## src/sv/tph_pkg.sv

```systemverilog
// package for the transition pair histogram
// shared types, field widths and codes; no dependencies
`timescale 1ns / 1ps

package tph_pkg;

   localparam int NUM_BITS  = 15;
   localparam int KEY_BITS  = 2 * NUM_BITS;
   localparam int MODE_BITS = 2;
   localparam int KIND_BITS = 2;
   localparam int OUT_COUNT_BITS = 16;
   localparam int DUMP_INDEX_BITS = 10;

   localparam logic [NUM_BITS-1:0] LIMIT_RESET = NUM_BITS'(128);

   localparam logic [MODE_BITS-1:0] MODE_NUMBER     = 2'd0;
   localparam logic [MODE_BITS-1:0] MODE_CLEAR      = 2'd1;
   localparam logic [MODE_BITS-1:0] MODE_RESET_PRED = 2'd2;
   localparam logic [MODE_BITS-1:0] MODE_DUMP       = 2'd3;

   localparam logic [KIND_BITS-1:0] KIND_COUNTED = 2'd0;
   localparam logic [KIND_BITS-1:0] KIND_FULL    = 2'd1;
   localparam logic [KIND_BITS-1:0] KIND_DUMPED  = 2'd2;

   typedef enum logic [2:0] {
      ST_IDLE,
      ST_SCAN,
      ST_UPDATE,
      ST_DUMP_RD,
      ST_DUMP_CAP,
      ST_DONE
   } state_type;

   typedef struct packed {
      logic [KIND_BITS-1:0]      kind;
      logic [NUM_BITS-1:0]       from_number;
      logic [NUM_BITS-1:0]       to_number;
      logic [OUT_COUNT_BITS-1:0] pair_count;
   } rsp_beat_type;

endpackage

```

## src/sv/tph_out.sv

```systemverilog
// result register between the sequencer and the rsp channel
// uses tph_pkg for the beat type
`timescale 1ns / 1ps

module tph_out (
   input  logic                                clock,
   input  logic                                reset,
   input  logic                                push,
   input  tph_pkg::rsp_beat_type               beat,
   output logic                                free,
   output logic                                rsp_valid,
   input  logic                                rsp_stall,
   output logic [tph_pkg::KIND_BITS-1:0]       rsp_result_kind,
   output logic [tph_pkg::NUM_BITS-1:0]        rsp_from_number,
   output logic [tph_pkg::NUM_BITS-1:0]        rsp_to_number,
   output logic [tph_pkg::OUT_COUNT_BITS-1:0]  rsp_pair_count
);

   logic                  valid_ff;
   tph_pkg::rsp_beat_type beat_ff;

   assign free = !valid_ff || !rsp_stall;

   always_ff @(posedge clock) begin
      if (reset) begin
         valid_ff <= 1'b0;
      end else if (push) begin
         valid_ff <= 1'b1;
      end else if (!rsp_stall) begin
         valid_ff <= 1'b0;
      end
   end

   always_ff @(posedge clock) begin
      if (push) begin
         beat_ff <= beat;
      end
   end

   assign rsp_valid       = valid_ff;
   assign rsp_result_kind = beat_ff.kind;
   assign rsp_from_number = beat_ff.from_number;
   assign rsp_to_number   = beat_ff.to_number;
   assign rsp_pair_count  = beat_ff.pair_count;

endmodule

```

## config.mk

```make
export PLATFORM = sky130hd
export DESIGN_NAME = tph_out
export DESIGN_NICKNAME = d
export VERILOG_FILES = /design/src/sv/tph_pkg.sv /design/src/sv/tph_out.sv
export SDC_FILE = /design/constraint.sdc
export NUM_CORES = 1
export LEC_CHECK = 0
export ABC_AREA = 1
export BUFFER_PORTS_ARGS = -buffer_cell sky130_fd_sc_hd__buf_2
export CORE_MARGIN = 4
export CORE_UTILIZATION = 36
export DETAILED_ROUTE_END_ITERATION = 7
export PLACE_DENSITY_LB_ADDON = 0.2
export SYNTH_ARGS = -nofsm -noshare
export SYNTH_HDL_FRONTEND = slang
export SYNTH_SLANG_ARGS = --single-unit
```

## constraint.sdc

```tcl
create_clock -name clock -period 0.8 [get_ports clock]
set_input_delay 0.08 -clock clock [delete_from_list [all_inputs] [get_ports clock]]
set_output_delay 0.08 -clock clock [all_outputs]
set_load 0.01 [all_outputs]
```

Word level (Yosys, flattened, before mapping)
Cells that the tools add are included.
W data, S select, Z words.
{ "word_totals": {"reg_bits": 49, "latchBits": 0, "mem_bits_rw": 0, "romBits": 0, "input_bits": 52, "out_inout_bits": 50, "word_cells": 11, "n_memories": 0} }
{ "classes": {"addsub": 0, "mul": 0, "div": 0, "magnitude_cmp": 0, "n_eq_ne": 1, "shifts": 0, "n_mux": 2, "bitwise_logic": 0, "reduce_logical": 3} }
{ "ops": {"columns": ["op", "n"], "rows": [
  ["$logic_not A1 Y1", 2],
  ["$mux W1", 2],
  ["$ne A2 B2 Y1 const B", 1],
  ["$logic_or A1 B1 Y1", 1]
]} }

Logic depth before layout (Yosys ltp)
{ "logic_depth": {"ltp_word": 2, "mapped_depth": 2, "mapped_depth_nobuf": 2} }

Worst setup path after synthesis
No wires, ideal clock.
{ "synth_timing": {"path_type": "register to register", "startpoint": "register rsp_valid (netlist name)", "endpoint": "register valid_ff, in the netlist rsp_valid", "setup_ps": 66, "t_arrival_ps": 570, "required_time_ps": 734, "slack_ps": 164, "stages_incl_launch_ff": 3, "n_path_buf": 0, "synth_period_minus_slack_ps": 636, "cell_sequence": "dfxtp_1 > nand2_2 > a21oi_2"} }
{ "synth_rtl": {"columns": ["item", "line", "rtl"], "rows": [
  ["to (signal assigned)", "tph_out.sv:26", "valid_ff <= 1'b0;"],
  ["to (signal assigned)", "tph_out.sv:28", "valid_ff <= 1'b1;"],
  ["to (signal assigned)", "tph_out.sv:30", "valid_ff <= 1'b0;"],
  ["to (decl)", "tph_out.sv:19", "logic valid_ff;"]
]} }

Worst setup path in the final report
{ "layout_timing": {"startpoint": "register beat_ff (netlist bit rsp_pair_count[1])", "endpoint": "output rsp_pair_count[1] (netlist bit)"} }
{ "layout_rtl": {"columns": ["item", "line", "rtl"], "rows": [
  ["from (decl)", "tph_out.sv:20", "tph_pkg::rsp_beat_type beat_ff;"],
  ["from (signal assigned)", "tph_out.sv:36", "beat_ff <= beat;"],
  ["to (decl)", "tph_out.sv:16", "output logic [tph_pkg::OUT_COUNT_BITS-1:0] rsp_pair_count"]
]} }
No word-level cell between the ends.

==> key figures <==
Timing
  – Final Hold Vio Count: 0
  – Final setup fails: 50
  – Skew final: 0 ns
  – Tmin final: 0.922 ns
  – Post-route setup TNS: -4.13 ns
  – Slew Limit Fails: 0
  – RSZ-0062 raised after global routing: true
  – Slew margin rel.: 0.898
  – Final worst slack: -0.122 ns
  – Fmax: 1.08 GHz
  – Final worst-path cycle share: 1.15
  – Pin slew with the least headroom to its limit: 0.153 ns

Global routing
  – Vias in the first global route: 1194
  – Met3 layer usage reported by global route: 0.0554
  – GRT Util Overall: 0.144
  – Busiest grt layer: met2
  – Overflow after GRT: 0
  – Met1 Use GR: 0.146
  – Initial antenna violation count: 0
  – First-pass GRT wire length: 5.60 mm
  – GR Util met2: 0.267
  – Largest net degree at the start of global routing: 29

Status
  – Status: finished with violations
  – Failing checks: setup timing

Floorplan
  – Die area: 0.00520 mm²
  – Initial core utilization: 0.370
  – Die height: 72.1 µm
  – Row cnt: 23
  – Core area: 0.00400 mm²
  – Die W: 72.1 µm
  – # IOs: 102

Placement
  – GP Congestion: 0.694
  – DP Worst Slack: 0.0667 ns
  – Placed Area: 0.00209 mm²
  – DP HPWL: 2.46 mm
  – Inst Count DP: 205
  – Port-buffer cells: 101

Logic synthesis
  – Post-Synthesis Net Count: 104
  – EDFF count, synth: 48
  – Mean post-synth cell area: 28.5 µm²
  – Synth area leader: edfxtp_1
  – Sequential share of the synthesized area: 0.987
  – Top cells by count, synth: edfxtp_1, a21oi_2, dfxtp_1, inv_1, nand2_2
  – Async set or reset register ratio after synthesis: 0
  – Synth cell types: 5
  – Yosys warning count: 0
  – Synthesized flop and latch total: 49
  – Synth top area share: 0.974
  – Synthesized instance count: 52
  – Most common cell in the netlist: edfxtp_1
  – Prevailing post-synth register cell: edfxtp_1
  – Cell Area, Synth: 0.00148 mm²
  – Top cells by area in the synthesized netlist: edfxtp_1, dfxtp_1, a21oi_2

Detailed routing
  – Vias/cell: 4.10
  – Drt drc: 0
  – Iter 0 DRT Violations: 71
  – Routed Antenna Nets: 0
  – Routed length per instance: 13.6 µm
  – DRT Pass-1 Iters: 4
  – Drt total wl: 3.57 mm
  – Via count: 1079

Setup path
  – Setup crit end kind: output port
  – Buf/Inv on CP: 1
  – Critical path type: flip-flop to output port
  – Slowest stage cell, crit path: edfxtp_1
  – CP arrival: 0.84 ns
  – Cells along the critical path: buf_2
  – CP Max Fanout: 1
  – CP startpoint kind: flip-flop
  – CP peak stage delay: 0.39 ns
  – CP delay by family, top: flip-flops
  – CP Data Required Time: 0.72 ns

Cells and area
  – Area grow syn2layout: 81.2%
  – Layout cells sized above 1: 0.535
  – Fin nets: 264
  – Finished Layout Cells: 263
  – Final instance area: 0.00268 mm²
  – N_diodes: 0
  – # fillers: 293

Min path
  – HP Class: primary input to flip-flop

CTS
  – Clock Pin Slew Worst Setup and Hold Paths: 0.08 ns
  – Clk_lat worst skew: 0.29 ns
  – CTS Buffer Depth: 2
  – Num CTS Buffers: 5
  – TritonCTS Sinks: 49
  – CTS tree: yes
  – Depth of the CTS H-tree: 2
  – CTS root buf: clkbuf_8

Power
  – Pwr Density: 1910 mW/mm²
  – Leak: 1.16 nW
  – VDD IR max: 0.00151 V
  – Total power: 5.13 mW

Flow run
  – Max cap viols: 0
per-stage QoR:
stage,hold slack [ns],util
CTS,0.106,0.671
finish,0.140,0.671
floorplan,0.142,-
global placement,0.239,0.522
detailed placement,0.251,0.522
global route,0.137,0.671
logic make-up after synthesis:
logic type | synth area share
flops | 0.987
simple gates | 0.00423
buf+inv | 0.00253
compound gates | 0.00592
state kept, by name (all words and copies together) (netlist names):
name and cells:
rsp_result_kind 2, rsp_from_number 15, rsp_valid 1, rsp_to_number 15, rsp_pair_count 16
worst register-to-register path, cell delays in order, from the launching register on:
cell	delay [ns]
dfxtp_2	0.35
nand2_2	0.06
buf_4	0.13
a21oi_2	0.10
layout by cell type (no fill, tap or decap):
master and n:
buf_2 99, dlygate4sd3_1 49, edfxtp_1 48, clkbuf_8 5, clkinv_2 2, buf_6 2, buf_12 2, nand2_2 1
inv_1 1, a21oi_2 1, clkbuf_1 1, buf_4 1, dfxtp_2 1
what timing repair did:
action	4_1_cts	5_1_grt
pin swaps	1	1
buffers inserted	1	0
hold endpoints to repair	49	0
gates resized for setup	3	0
setup endpoints to repair	50	50
hold buffers	49	0
area by class of cell:
| cell class | instances | area [µm²] | share of cell area |
|---|---|---|---|
| multi-input combinational | 2 | 15.0 | 0.00560 |
| tap | 50 | 62.6 | 0.0233 |
| clock buffer | 6 | 72.6 | 0.0271 |
| inverter | 1 | 3.75 | 0.00140 |
| clock inverter | 2 | 10.0 | 0.00373 |
| timing repair buffer | 153 | 1060 | 0.394 |
| sequential | 49 | 1460 | 0.545 |
worst paths after layout:
kind / cells after the start / slack (ns) / end / start
setup / recovery: 1 / -0.12 / rsp_pair_count[1] / rsp_pair_count[1]$_DFFE_PP_
hold / removal: 4 / 0.14 / rsp_valid$_SDFFE_PP0P_ / rsp_stall
setup reg to reg: 3 / 0.09 / rsp_valid$_SDFFE_PP0P_ / rsp_valid$_SDFFE_PP0P_
hold reg to reg: 3 / 0.58 / rsp_valid$_SDFFE_PP0P_ / rsp_valid$_SDFFE_PP0P_
per-layer routing:
metal,routed length (µm),share of wire
met3,311,0.087
met2,2030,0.57
met4,53,0.015
met5,0,0
met1,1170,0.33
power breakdown:
| group | switching [mW] | leakage [nW] | internal, mW |
|---|---|---|---|
| combinational | 0.297 | 0.638 | 0.400 |
| sequential | 0.0489 | 0.478 | 3.04 |
| clock | 0.735 | 0.0450 | 0.606 |
| total | 1.08 | 1.16 | 4.04 |
(Power assumes the default switching activity.)
