## src/sv/tph_pkg.sv

```systemverilog
// package for the transition pair histogram
// shared types, field widths and codes; no dependencies
`timescale 1ns / 1ps

package tph_pkg;

   localparam int NUM_BITS  = 15;
   localparam int KEY_BITS  = 2 * NUM_BITS;
   localparam int MODE_BITS = 2;
   localparam int KIND_BITS = 2;
   localparam int OUT_COUNT_BITS = 16;
   localparam int DUMP_INDEX_BITS = 10;

   localparam logic [NUM_BITS-1:0] LIMIT_RESET = NUM_BITS'(128);

   localparam logic [MODE_BITS-1:0] MODE_NUMBER     = 2'd0;
   localparam logic [MODE_BITS-1:0] MODE_CLEAR      = 2'd1;
   localparam logic [MODE_BITS-1:0] MODE_RESET_PRED = 2'd2;
   localparam logic [MODE_BITS-1:0] MODE_DUMP       = 2'd3;

   localparam logic [KIND_BITS-1:0] KIND_COUNTED = 2'd0;
   localparam logic [KIND_BITS-1:0] KIND_FULL    = 2'd1;
   localparam logic [KIND_BITS-1:0] KIND_DUMPED  = 2'd2;

   typedef enum logic [2:0] {
      ST_IDLE,
      ST_SCAN,
      ST_UPDATE,
      ST_DUMP_RD,
      ST_DUMP_CAP,
      ST_DONE
   } state_type;

   typedef struct packed {
      logic [KIND_BITS-1:0]      kind;
      logic [NUM_BITS-1:0]       from_number;
      logic [NUM_BITS-1:0]       to_number;
      logic [OUT_COUNT_BITS-1:0] pair_count;
   } rsp_beat_type;

endpackage

```

## src/sv/tph_seq.sv

```systemverilog
// sequencer: input beats, limit register, predecessor, table scan and update
// uses tph_pkg; drives the table memory ports and the result register
`timescale 1ns / 1ps

module tph_seq #(
   parameter int TABLE_ENTRIES = 1024,
   parameter int COUNT_MAX     = 65535,
   parameter int LIMIT_CEILING = 16384,
   parameter int INDEX_WIDTH   = 10,
   parameter int COUNT_WIDTH   = 16,
   parameter int ENTRY_WIDTH   = 46
) (
   input  logic                                 clock,
   input  logic                                 reset,
   input  logic                                 req_valid,
   output logic                                 req_stall,
   input  logic [tph_pkg::MODE_BITS-1:0]        req_mode,
   input  logic signed [31:0]                   req_number_value,
   input  logic [tph_pkg::DUMP_INDEX_BITS-1:0]  req_dump_index,
   input  logic                                 csr_write_enable,
   input  logic [tph_pkg::NUM_BITS-1:0]         csr_write_data,
   output logic                                 mem_wr_en,
   output logic [INDEX_WIDTH-1:0]               mem_wr_addr,
   output logic [ENTRY_WIDTH-1:0]               mem_wr_data,
   output logic                                 mem_rd_en,
   output logic [INDEX_WIDTH-1:0]               mem_rd_addr,
   input  logic [ENTRY_WIDTH-1:0]               mem_rd_data,
   input  logic                                 out_free,
   output logic                                 out_push,
   output tph_pkg::rsp_beat_type                out_beat
);

   localparam int UsedWidth = $clog2(TABLE_ENTRIES + 1);

   tph_pkg::state_type state_ff, state_in;

   logic [tph_pkg::NUM_BITS-1:0] limit_ff, limit_in;
   logic [tph_pkg::NUM_BITS-1:0] last_ff;
   logic                         have_last_ff;
   logic [UsedWidth-1:0]         used_ff;
   logic [tph_pkg::KEY_BITS-1:0] key_ff;
   logic [UsedWidth-1:0]         scan_ff;
   logic                         cmp_valid_ff;
   logic [INDEX_WIDTH-1:0]       cmp_addr_ff;
   logic [INDEX_WIDTH-1:0]       wr_addr_ff;
   logic [COUNT_WIDTH-1:0]       wr_count_ff;
   logic                         insert_ff;
   logic [INDEX_WIDTH-1:0]       dump_addr_ff;
   tph_pkg::rsp_beat_type        beat_ff;

   logic [tph_pkg::NUM_BITS-1:0] cur_num;
   logic                         accept;
   logic                         scan_rd;
   logic                         match;
   logic                         scan_end;
   logic                         full;
   logic                         dump_ok;
   logic [tph_pkg::KEY_BITS-1:0] rd_key;
   logic [COUNT_WIDTH-1:0]       rd_count;
   logic [COUNT_WIDTH-1:0]       inc_count;

   // limit write with clamping into 1..ceiling
   always_comb begin
      if (csr_write_data == '0) begin
         limit_in = tph_pkg::NUM_BITS'(1);
      end else if (32'(csr_write_data) > 32'(LIMIT_CEILING)) begin
         limit_in = tph_pkg::NUM_BITS'(LIMIT_CEILING);
      end else begin
         limit_in = csr_write_data;
      end
   end

   // clip the incoming number into 0..limit
   always_comb begin
      if (req_number_value[31]) begin
         cur_num = '0;
      end else if ($unsigned(req_number_value) > 32'(limit_ff)) begin
         cur_num = limit_ff;
      end else begin
         cur_num = req_number_value[tph_pkg::NUM_BITS-1:0];
      end
   end

   assign accept    = (state_ff == tph_pkg::ST_IDLE) && req_valid;
   assign req_stall = (state_ff != tph_pkg::ST_IDLE);

   assign rd_key    = mem_rd_data[ENTRY_WIDTH-1 -: tph_pkg::KEY_BITS];
   assign rd_count  = mem_rd_data[COUNT_WIDTH-1:0];
   assign inc_count = (rd_count < COUNT_WIDTH'(COUNT_MAX)) ?
                      COUNT_WIDTH'(rd_count + 1'b1) : rd_count;
   assign scan_rd   = (state_ff == tph_pkg::ST_SCAN) && (scan_ff < used_ff);
   assign match     = cmp_valid_ff && (rd_key == key_ff);
   assign scan_end  = !scan_rd && !cmp_valid_ff;
   assign full      = 32'(used_ff) >= 32'(TABLE_ENTRIES);
   assign dump_ok   = 32'(req_dump_index) < 32'(used_ff);

   // next state
   always_comb begin
      state_in = state_ff;
      case (state_ff)
         tph_pkg::ST_IDLE: begin
            if (req_valid) begin
               if (req_mode == tph_pkg::MODE_NUMBER && have_last_ff) begin
                  state_in = tph_pkg::ST_SCAN;
               end else if (req_mode == tph_pkg::MODE_DUMP && dump_ok) begin
                  state_in = tph_pkg::ST_DUMP_RD;
               end
            end
         end
         tph_pkg::ST_SCAN: begin
            if (match) begin
               state_in = tph_pkg::ST_UPDATE;
            end else if (scan_end) begin
               state_in = full ? tph_pkg::ST_DONE : tph_pkg::ST_UPDATE;
            end
         end
         tph_pkg::ST_UPDATE:   state_in = tph_pkg::ST_DONE;
         tph_pkg::ST_DUMP_RD:  state_in = tph_pkg::ST_DUMP_CAP;
         tph_pkg::ST_DUMP_CAP: state_in = tph_pkg::ST_DONE;
         tph_pkg::ST_DONE: begin
            if (out_free) begin
               state_in = tph_pkg::ST_IDLE;
            end
         end
         default: state_in = tph_pkg::ST_IDLE;
      endcase
   end

   // memory and result controls
   always_comb begin
      mem_rd_en   = 1'b0;
      mem_rd_addr = scan_ff[INDEX_WIDTH-1:0];
      mem_wr_en   = 1'b0;
      mem_wr_addr = wr_addr_ff;
      mem_wr_data = {key_ff, wr_count_ff};
      out_push    = 1'b0;
      case (state_ff)
         tph_pkg::ST_SCAN: begin
            mem_rd_en = scan_rd;
         end
         tph_pkg::ST_DUMP_RD: begin
            mem_rd_en   = 1'b1;
            mem_rd_addr = dump_addr_ff;
         end
         tph_pkg::ST_UPDATE: begin
            mem_wr_en = 1'b1;
         end
         tph_pkg::ST_DONE: begin
            out_push = out_free;
         end
         default: begin
            mem_rd_en = 1'b0;
         end
      endcase
   end

   assign out_beat = beat_ff;

   always_ff @(posedge clock) begin
      if (reset) begin
         state_ff     <= tph_pkg::ST_IDLE;
         limit_ff     <= tph_pkg::LIMIT_RESET;
         last_ff      <= '0;
         have_last_ff <= 1'b0;
         used_ff      <= '0;
         cmp_valid_ff <= 1'b0;
      end else begin
         state_ff <= state_in;
         if (csr_write_enable) begin
            limit_ff <= limit_in;
         end
         case (state_ff)
            tph_pkg::ST_IDLE: begin
               if (accept) begin
                  case (req_mode)
                     tph_pkg::MODE_NUMBER: begin
                        last_ff      <= cur_num;
                        have_last_ff <= 1'b1;
                        key_ff       <= {last_ff, cur_num};
                        scan_ff      <= '0;
                        cmp_valid_ff <= 1'b0;
                     end
                     tph_pkg::MODE_CLEAR:      used_ff      <= '0;
                     tph_pkg::MODE_RESET_PRED: have_last_ff <= 1'b0;
                     tph_pkg::MODE_DUMP: begin
                        dump_addr_ff <= INDEX_WIDTH'(req_dump_index);
                     end
                     default: have_last_ff <= have_last_ff;
                  endcase
               end
            end
            tph_pkg::ST_SCAN: begin
               cmp_valid_ff <= scan_rd;
               cmp_addr_ff  <= scan_ff[INDEX_WIDTH-1:0];
               if (scan_rd) begin
                  scan_ff <= UsedWidth'(scan_ff + 1'b1);
               end
               if (match) begin
                  wr_addr_ff  <= cmp_addr_ff;
                  wr_count_ff <= inc_count;
                  insert_ff   <= 1'b0;
               end else if (scan_end) begin
                  if (full) begin
                     beat_ff <= '{kind: tph_pkg::KIND_FULL,
                                  from_number: key_ff[tph_pkg::KEY_BITS-1 -: tph_pkg::NUM_BITS],
                                  to_number: key_ff[tph_pkg::NUM_BITS-1:0],
                                  pair_count: '0};
                  end else begin
                     wr_addr_ff  <= used_ff[INDEX_WIDTH-1:0];
                     wr_count_ff <= COUNT_WIDTH'(1);
                     insert_ff   <= 1'b1;
                  end
               end
            end
            tph_pkg::ST_UPDATE: begin
               if (insert_ff) begin
                  used_ff <= UsedWidth'(used_ff + 1'b1);
               end
               beat_ff <= '{kind: tph_pkg::KIND_COUNTED,
                            from_number: key_ff[tph_pkg::KEY_BITS-1 -: tph_pkg::NUM_BITS],
                            to_number: key_ff[tph_pkg::NUM_BITS-1:0],
                            pair_count: tph_pkg::OUT_COUNT_BITS'(wr_count_ff)};
            end
            tph_pkg::ST_DUMP_CAP: begin
               beat_ff <= '{kind: tph_pkg::KIND_DUMPED,
                            from_number: rd_key[tph_pkg::KEY_BITS-1 -: tph_pkg::NUM_BITS],
                            to_number: rd_key[tph_pkg::NUM_BITS-1:0],
                            pair_count: tph_pkg::OUT_COUNT_BITS'(rd_count)};
            end
            default: begin
               cmp_valid_ff <= 1'b0;
            end
         endcase
      end
   end

endmodule

```

## config.mk

```make
export PLATFORM = sky130hd
export DESIGN_NAME = tph_seq
export DESIGN_NICKNAME = d
export VERILOG_FILES = /design/src/sv/tph_pkg.sv /design/src/sv/tph_seq.sv
export SDC_FILE = /design/constraint.sdc
export NUM_CORES = 1
export LEC_CHECK = 0
export BUFFER_PORTS_ARGS = -buffer_cell sky130_fd_sc_hd__clkbuf_2
export CAP_MARGIN = 5
export CORE_ASPECT_RATIO = 0.5
export CORE_UTILIZATION = 30
export DETAILED_ROUTE_END_ITERATION = 16
export SLEW_MARGIN = 20
export SYNTH_ARGS = -nofsm -noshare
export SYNTH_HDL_FRONTEND = slang
export SYNTH_SLANG_ARGS = --single-unit
```

## constraint.sdc

```tcl
create_clock -name clock -period 5.29 [get_ports clock]
set_input_delay 0.2645 -clock clock [delete_from_list [all_inputs] [get_ports clock]]
set_output_delay 0.2645 -clock clock [all_outputs]
set_load 0.01 [all_outputs]
```

# Yosys cells after proc, flatten, opt, wreduce, memory -nomap -nowiden
# Cells that the tools add are included.
# W data, S select, Z words.
dict set report word_totals {
  mem_bits_ro 0
  n_memories 0
  mem_bits_rw 0
  latch_bits 0
  in_bits 110
  reg_bits 182
}
dict set report classes {
  mux 41
  n_addsub 3
  n_bitwise 2
  n_reduce_logical 29
  magnitude_cmp 6
  div_mod_pow 0
  shifts 0
  multipliers 0
  eq_ne 22
}
# operator count
set ops {}
lappend ops {{$mux W48} 3}
lappend ops {{$pmux W48 S3} 1}
lappend ops {{$mux W11} 6}
lappend ops {{$mux W16} 4}
lappend ops {{$mux W15} 4}
lappend ops {{$pmux W11 S2} 2}
lappend ops {{$mux W10} 4}
lappend ops {{$gt A32 B15 Y1} 1}
lappend ops {{$eq A30 B30 Y1} 1}
lappend ops {{$add A11 B1 Y11 const B} 2}
lappend ops {{$mux W3} 7}
lappend ops {{$reduce_and A4 Y1} 5}
lappend ops {{$ne A2 B2 Y1 const B} 9}
lappend ops {{$add A16 B1 Y16 const B} 1}
lappend ops {{$lt A16 B16 Y1 const B} 1}
lappend ops {{$gt A15 B15 Y1 const B} 1}
lappend ops {{$logic_not A15 Y1} 1}
lappend ops {{$pmux W3 S5} 1}
lappend ops {{$ge A11 B11 Y1 const B} 1}
lappend ops {{$lt A10 B11 Y1} 1}
lappend ops {{$lt A11 B11 Y1} 1}
lappend ops {{$reduce_and A5 Y1} 2}
lappend ops {{$reduce_and A3 Y1} 3}
lappend ops {{$reduce_bool A2 Y1} 4}
lappend ops {{19 further kinds} 37}

# Longest topological paths before layout
# Gate-level depths: netlist of run 1.
dict set report depth {
  ltp_word 7
  ltp_mapped 10
}

# Worst setup path after synthesis of run 1
# Ideal clock, no wire load.
dict set report synth_path {
  path_kind {register -> register}
  start {register scan_ff[4]}
  end {register beat_ff (netlist bit out_beat[0]) (enable)}
  required_ns 4.837
  path_stages_with_launch 8
  path_slack_ns 1.132
  arrival_ns 3.705
  cell_sequence {edfxtp_1 ha_1 a21oi_1 o21ai_0 a21oi_1 o31a_1 o41a_1 nor2_1}
}
dict set report synth_via {
  elab_chain_len 6
}
# item line
set synth_lines {}
lappend synth_lines {{start, declared} tph_seq.sv:42} ;# logic [UsedWidth-1:0] scan_ff;
lappend synth_lines {{start signal, assigned} tph_seq.sv:196} ;# scan_ff <= UsedWidth'(scan_ff + 1'b1);
lappend synth_lines {{$lt A11 B11 Y1} tph_seq.sv:91} ;# assign scan_rd = (state_ff == tph_pkg::ST_SCAN) && (scan_ff < used_ff);
lappend synth_lines {{$logic_and A1 B1 Y1} tph_seq.sv:91}
lappend synth_lines {{$logic_not A1 Y1} tph_seq.sv:93} ;# assign scan_end = !scan_rd && !cmp_valid_ff;
lappend synth_lines {{$logic_and A1 B1 Y1} tph_seq.sv:93}
lappend synth_lines {{$ne A2 B2 Y1 (no line)} --}
lappend synth_lines {{$reduce_and A5 Y1 (no line)} --}
lappend synth_lines {{end signal, assigned} tph_seq.sv:204} ;# beat_ff <= '{kind: tph_pkg::KIND_FULL,
lappend synth_lines {{end signal, assigned} tph_seq.sv:219} ;# beat_ff <= '{kind: tph_pkg::KIND_COUNTED,
lappend synth_lines {{end signal, assigned} tph_seq.sv:225} ;# beat_ff <= '{kind: tph_pkg::KIND_DUMPED,
lappend synth_lines {{end, declared} tph_seq.sv:49} ;# tph_pkg::rsp_beat_type beat_ff;
# Every way passes these cells.
# A chain may end at the register's enable or synchronous reset.

# Worst setup path after layout of run 1
dict set report layout_path {
  start {register used_ff[2]}
  end {register beat_ff (netlist bit out_beat[33]) (enable)}
}
dict set report layout_via {
  elab_chain_len 6
  elab_cells_between_ends 8
  cone_classes {order compare (2); eq/ne (2); reduce/logical (4)}
}
# item line
set layout_lines {}
lappend layout_lines {{start, declared} tph_seq.sv:40} ;# logic [UsedWidth-1:0] used_ff;
lappend layout_lines {{start signal, assigned} tph_seq.sv:217} ;# used_ff <= UsedWidth'(used_ff + 1'b1);
lappend layout_lines {{$lt A11 B11 Y1} tph_seq.sv:91}
lappend layout_lines {{$logic_and A1 B1 Y1} tph_seq.sv:91}
lappend layout_lines {{$logic_not A1 Y1} tph_seq.sv:93}
lappend layout_lines {{$logic_and A1 B1 Y1} tph_seq.sv:93}
lappend layout_lines {{$ne A2 B2 Y1 (no line)} --}
lappend layout_lines {{$reduce_and A5 Y1 (no line) *} --}
# Every way passes the cells marked *; elsewhere a longest branch is shown, timed or not.

==> metrics.txt, run 1 <==
Layout Skew=0.00963 ns; Buffers on Ports=227; Sw Ratio=27.0%; Yosys cell types=64; Final min period=3.49 ns; hold depth=1; synthesized area=9030 µm²; Die Width=247 µm; Total Wirelength=25500 µm; Critical Path AT=3.61 ns; Critical Path End Type=flop; syn_nets=883; critical path class=flop to flop; post-synthesis sequential area ratio=55.4%; GRT Residual Overflow=0; GPL Wtd Cong=0.924; most frequent cells in the layout=clkbuf_2, edfxtp_1, nor2_1; Max VDD drop=0.202 mV; status=complete, but fails checks; CTS tree=done; via/cell ratio=4.91; Nets=1108; Setup-failing EPs final=0; area grow syn2layout=24.2%; clock transition at the registers of the reported paths=0.07 ns; Lkg Pwr=4.34 nW; DIE AREA=30900 µm²; Cell Int Power=2.71 mW; DRT Pass-1 Iters=11; drt drc=4; Worst Path Required=5.41 ns; initial antenna violation count=1; Hold Startpoint=req_dump_index[8]; yosys warns=0; CP Max Fanout=29; Psw=1.00 mW; Iter 0 DRT Violations=450; Longest Clk Path Bufs=2; flops & latches, synth=182; final hold violations=0; Mapped Cells=735; I/O Pins=228; CTS Buf Count=17; Max Clk Rate=286 MHz; pin count of the biggest net entering global routing=48; dpl hpwl=19600 µm; post-CTS setup buffers=0; Vias=6708; Final Power=3.71 mW; Avg WL per Cell=18.7 µm; num rows=44; Pwr per Cell Area=330 nW/µm²; combinational power share=16.7%; vias in the first global route=6822; clock power share=36.2%; failing checks=DRC; unrepaired setup endpoints after global routing=no; Worst Tran Pin Value=1.06 ns; clk_lat worst skew=0.43 ns; CORE AREA=29300 µm²; TritonCTS Sinks=182; layout cells sized above 1=34.3%; H-tree Lvls=4; ys async rst share=0%; sequential power share=47.1%; crit path from=used_ff[2]; Max-Slew Margin vs Limit=29.2%; Setup crit start kind=flop; most common cell after layout, fill and taps aside=clkbuf_2; die height=125 µm; CTS root buffer=clkbuf_16; Final ANT Viol Nets=0; worst reg-to-reg path cell count=9; syn avg cell area=12.3 µm²; Hold Crit Class=primary input to flop; Max Cap Viol=0; period utilization=66.0%; post-cts hold buffer count=0; number of synthesized flops with an enable pin=136; GRT Util Overall=16.7%; total negative setup slack=0 ns; first-pass GRT wire length=39000 µm; post-CTS sizing=0; top_reg_cell synth=edfxtp_1; reg2reg start=used_ff[2]; count of pins over their slew limit=0; Initial Util=30.8%; fill count=2918
[logic make-up (layout without fill, tap and decap cells)]
kind of cell             after synthesis  in the layout  synth area share (%)
AND/OR/NAND/NOR                      214            214                  13.4
flip-flops                           182            182                  55.4
AO/OA/AOI/OAI                        127            127                  10.6
buffers and inverters                 61            299                  2.84
XOR/XNOR                              59             59                  5.72
multiplexers                          54             54                  6.69
adder cells (fa/ha/maj)               38             38                  5.26
other                                  0              1                     0
[stage by stage]
| step | utilization [%] | worst slack, ns | instance area, µm² | instances | hold WS [ns] |
|---|---|---|---|---|---|
| 2_1_floorplan | - | 1.13 | 9030 | 735 | 0.363 |
| 5_1_grt | 38.3 | 1.65 | 11200 | 1365 | 0.0170 |
| 4_1_cts | 38.3 | 1.80 | 11200 | 1364 | 0.0232 |
| 6_report | 38.3 | 1.80 | 11200 | 1365 | 0.0351 |
| 3_3_place_gp | 36.2 | 1.90 | 10600 | 1332 | 0.408 |
| 3_5_place_dp | 36.2 | 1.82 | 10600 | 1332 | 0.410 |
[cell type report]
class	instances	area (µm²)	share of cell area [%]
diodes	1	2.50	0.0223
clock inverters	11	156	1.39
multi-input cells	492	3800	33.9
flip-flops and latches	182	5000	44.6
inverters	32	120	1.07
well taps	391	489	4.36
repair buffers	235	1200	10.7
clock buffers	21	450	4.01
[metal layers]
layer	track usage, %	part of all wire [%]	vias up	wire length (µm)
met5	0	0	-	0
met4	5.92	2.7	0	688
met3	3.06	2.9	36	746
met2	28.7	51	133	13000
met1	20.7	43	3305	11100
li1	-	-	3234	-
[synth_stat cells (16+ instances only)]
cell type  instances  area share [%]
edfxtp_1         136              45
ha_1              38             5.3
and2_1            19             1.3
a22o_1            16             1.6
dfxtp_1           46              10
clkbuf_1          19            0.79
nor2_1            63             2.6
nand2_1           27             1.1
a221o_1           16             1.8
a21oi_1           21             1.2
xor2_1            24             2.3
inv_1             32             1.3
mux2_2            51             6.4
xnor2_1           35             3.4
[power by group through the flow]
stage,logic (mW),registers (mW),clock network (mW)
after floorplan,0.346,1.78,0
after global placement,0.614,1.78,0
after detailed placement,0.623,1.78,0
after CTS,0.626,1.75,1.36
after global routing,0.679,1.76,1.42
final,0.619,1.75,1.34
[critical path, stage by stage (launching register included)]
cell,delay (ns)
dfxtp_1,0.38
inv_1,0.13
ha_1,0.32
nand2_1,0.05
o21ai_0,0.21
a21oi_1,0.12
o31a_1,0.36
o41a_1,0.44
nor2_4,0.74
buf_4,0.41
[sequential cells by signal (all words and copies together) (netlist names)]
signal,cells
scan_ff,11
limit_ff,15
key_ff,30
last_ff,15
out_beat,48
dump_addr_ff,10
insert_ff,1
used_ff,11
state_ff,3
mem_wr_addr,10
cmp_valid_ff,1
cmp_addr_ff,10
have_last_ff,1
wr_count_ff,16
[final timing paths]
path | end | slack [ns]
worst max-delay path | out_beat[33] | 1.80
worst min-delay path | dump_addr_ff[8] | 0.04
worst max register to register | out_beat[33] | 1.80
worst min register to register | key_ff[29] | 0.43
(Power assumes the default switching activity.)
==> run 2, diff against run 1 <==
==> constraint.sdc (replaced) <==
create_clock -name clock -period 3.1 [get_ports clock]
set_input_delay 0.155 -clock clock [delete_from_list [all_inputs] [get_ports clock]]
set_output_delay 0.155 -clock clock [all_outputs]
set_load 0.01 [all_outputs]
==> run 2 against run 1 <==
  * Non-clock buffer count is 43 higher
  * Register-to-register slack worse by 1.4 ns
  * Routed wire length is 0.38% lower
  * Utilization is 1.4 points higher
  * Combinational power is 83% higher
  * Hold slack worse by 0.0098 ns
  * Final area is 3.5% higher
  * Cell count is 3.1% higher
  * First-iteration DRC count is 0.44% higher
  * Die area stayed put
  * The run still ends with DRC left
  * Via count is 2.9% higher
==> metrics.txt, run 2 (synthesis results as in run 1) <==
status=complete, but fails checks (unchanged); failing checks=DRC (unchanged); post-CTS setup buffers=0 (unchanged); Crit-path slowest cell=nor2_2 (was nor2_4); Total Wirelength=25400 µm (was 25500 µm); CTS tree=done (unchanged); Max Cap Viol=0 (unchanged); Buffers on Ports=227 (unchanged); GPL Wtd Cong=0.877 (was 0.924); vias in the first global route=7002 (was 6822); layout cells sized above 1=33.7% (was 34.3%); H-tree Lvls=4 (unchanged); Setup crit start kind=flop (unchanged); final hold violations=0 (unchanged); DIE AREA=30900 µm² (unchanged); Vias=6901 (was 6708); Die Width=247 µm (unchanged); unrepaired setup endpoints after global routing=no (unchanged); Final Power=6.26 mW (was 3.71 mW); total negative setup slack=0 ns (unchanged); area grow syn2layout=28.6% (was 24.2%); met1 GRT Util=20.3% (was 20.7%); count of pins over their slew limit=0 (unchanged); CORE AREA=29300 µm² (unchanged); initial antenna violation count=0 (was 1); most common cell after layout, fill and taps aside=clkbuf_2 (unchanged); diodes inserted=0 (was 1); Final ANT Viol Nets=0 (unchanged); dpl hpwl=19200 µm (was 19600 µm); placed inst area=10700 µm² (was 10600 µm²); Critical Path End Type=flop (unchanged); max reg flops=48 (unchanged); Pwr per Cell Area=539 nW/µm² (was 330 nW/µm²); Layout Skew=0.00964 ns (was 0.00963 ns); R2R setup slack=0.37 ns (was 1.80 ns); Nets=1151 (was 1108); drt drc=8 (was 4); Lkg Pwr=4.51 nW (was 4.34 nW); CTS Buf Count=17 (unchanged); Final min period=2.73 ns (was 3.49 ns); Worst Path Required=3.26 ns (was 5.41 ns); register area=5000 µm² (unchanged); Avg WL per Cell=18.1 µm (was 18.7 µm); Longest Clk Path Bufs=2 (unchanged); GRT Residual Overflow=0 (unchanged); clk_lat worst skew=0.44 ns (was 0.43 ns); met3 Use GR=3.10% (was 3.06%); area of the multi-input gates=3800 µm² (about the same); period utilization=88.1% (was 66.0%); critical path class=flop to flop (unchanged); via/cell ratio=4.90 (was 4.91); die height=125 µm (unchanged); GRT Util Overall=16.6% (was 16.7%); Max Clk Rate=366 MHz (was 286 MHz); CP Max Fanout=19 (was 29); Max-Slew Margin vs Limit=41.1% (was 29.2%); Iter 0 DRT Violations=452 (was 450); clock transition at the registers of the reported paths=0.07 ns (about the same); post-cts hold buffer count=34 (was 0); gr busiest metal=met2 (unchanged); Max VDD drop=0.316 mV (was 0.202 mV); post-CTS sizing=0 (unchanged); Critical Path AT=2.89 ns (was 3.61 ns); Setup-failing EPs final=0 (unchanged); Worst Tran Pin Value=0.883 ns (was 1.06 ns); I/O Pins=228 (unchanged); num rows=44 (unchanged); Hold Crit Class=primary input to flop (unchanged); TritonCTS Sinks=182 (unchanged); GR Util met2=29.1% (was 28.7%); DRT Pass-1 Iters=10 (was 11); final instance area=11600 µm² (was 11200 µm²); crit-path max cell delay=0.64 ns (was 0.74 ns); most frequent cells in the layout=clkbuf_2, edfxtp_1, nor2_1 (unchanged); Initial Util=30.8% (unchanged); fill count=2842 (was 2918); Critical Path, Cell by Cell=inv_1 > ha_1 > a21o_1 > a211oi_1 > a31oi_4 > nor2_2 > o31ai_1 (was inv_1 > ha_1 > nand2_1 > o21ai_0 > a21oi_1 > o31a_1 > o41a_1 > nor2_4 > buf_4); pin count of the biggest net entering global routing=35 (was 48); CTS root buffer=clkbuf_16 (unchanged); first-pass GRT wire length=38900 µm (was 39000 µm)
-- run 2: path summary, 6_finish.rpt --
kind | endpoint | cells past startpoint | startpoint
worst min-delay path | last_ff[10] | 2 | req_number_value[10]
worst max register to register | key_ff[13] | 7 | limit_ff[13]
worst max-delay path | key_ff[13] | 7 | limit_ff[13]
worst min register to register | key_ff[20] | 0 | last_ff[5]
-- run 2: routing by layer --
layer	up-vias	share of wire, %
met5	-	0
met4	0	2.0
met3	34	3.7
met2	159	52
met1	3395	42
li1	3313	-
-- run 2: power breakdown --
| group | leakage (nW) | switching (mW) | internal, mW |
|---|---|---|---|
| Combinational | 2.62 | 0.666 | 0.468 |
| Sequential | 1.62 | 0.129 | 2.85 |
| Clock | 0.261 | 0.958 | 1.18 |
-- run 2: area by class of cell --
cell class	count	share of cell area, %
Tap cell	391	4.21
Multi-Input combinational cell	492	32.7
Clock inverter	13	1.14
Clock buffer	19	3.73
Timing Repair Buffer	278	14.1
Inverter	32	1.03
Sequential cell	182	43.1
-- run 2: through the flow --
step | instances | setup WS [ns] | hold slack (ns) | utilization, %
after detailed placement | 1341 | 0.371 | 0.363 | 36.6
after global routing | 1407 | 0.214 | 0.0141 | 39.7
after global placement | 1341 | 0.401 | 0.365 | 36.6
after floorplan | 735 | 0.112 | 0.254 | -
final | 1407 | 0.369 | 0.0252 | 39.7
after CTS | 1407 | 0.362 | 0.00158 | 39.7
-- run 2: worst max-delay path: cells and delay by family, from the launching register on --
kind                     cells  cell delay (ns)
AO/OA/AOI/OAI                4             1.08
AND/OR/NAND/NOR              1             0.64
flip-flops                   1             0.36
adder cells (fa/ha/maj)      1             0.29
buffers and inverters        1             0.06
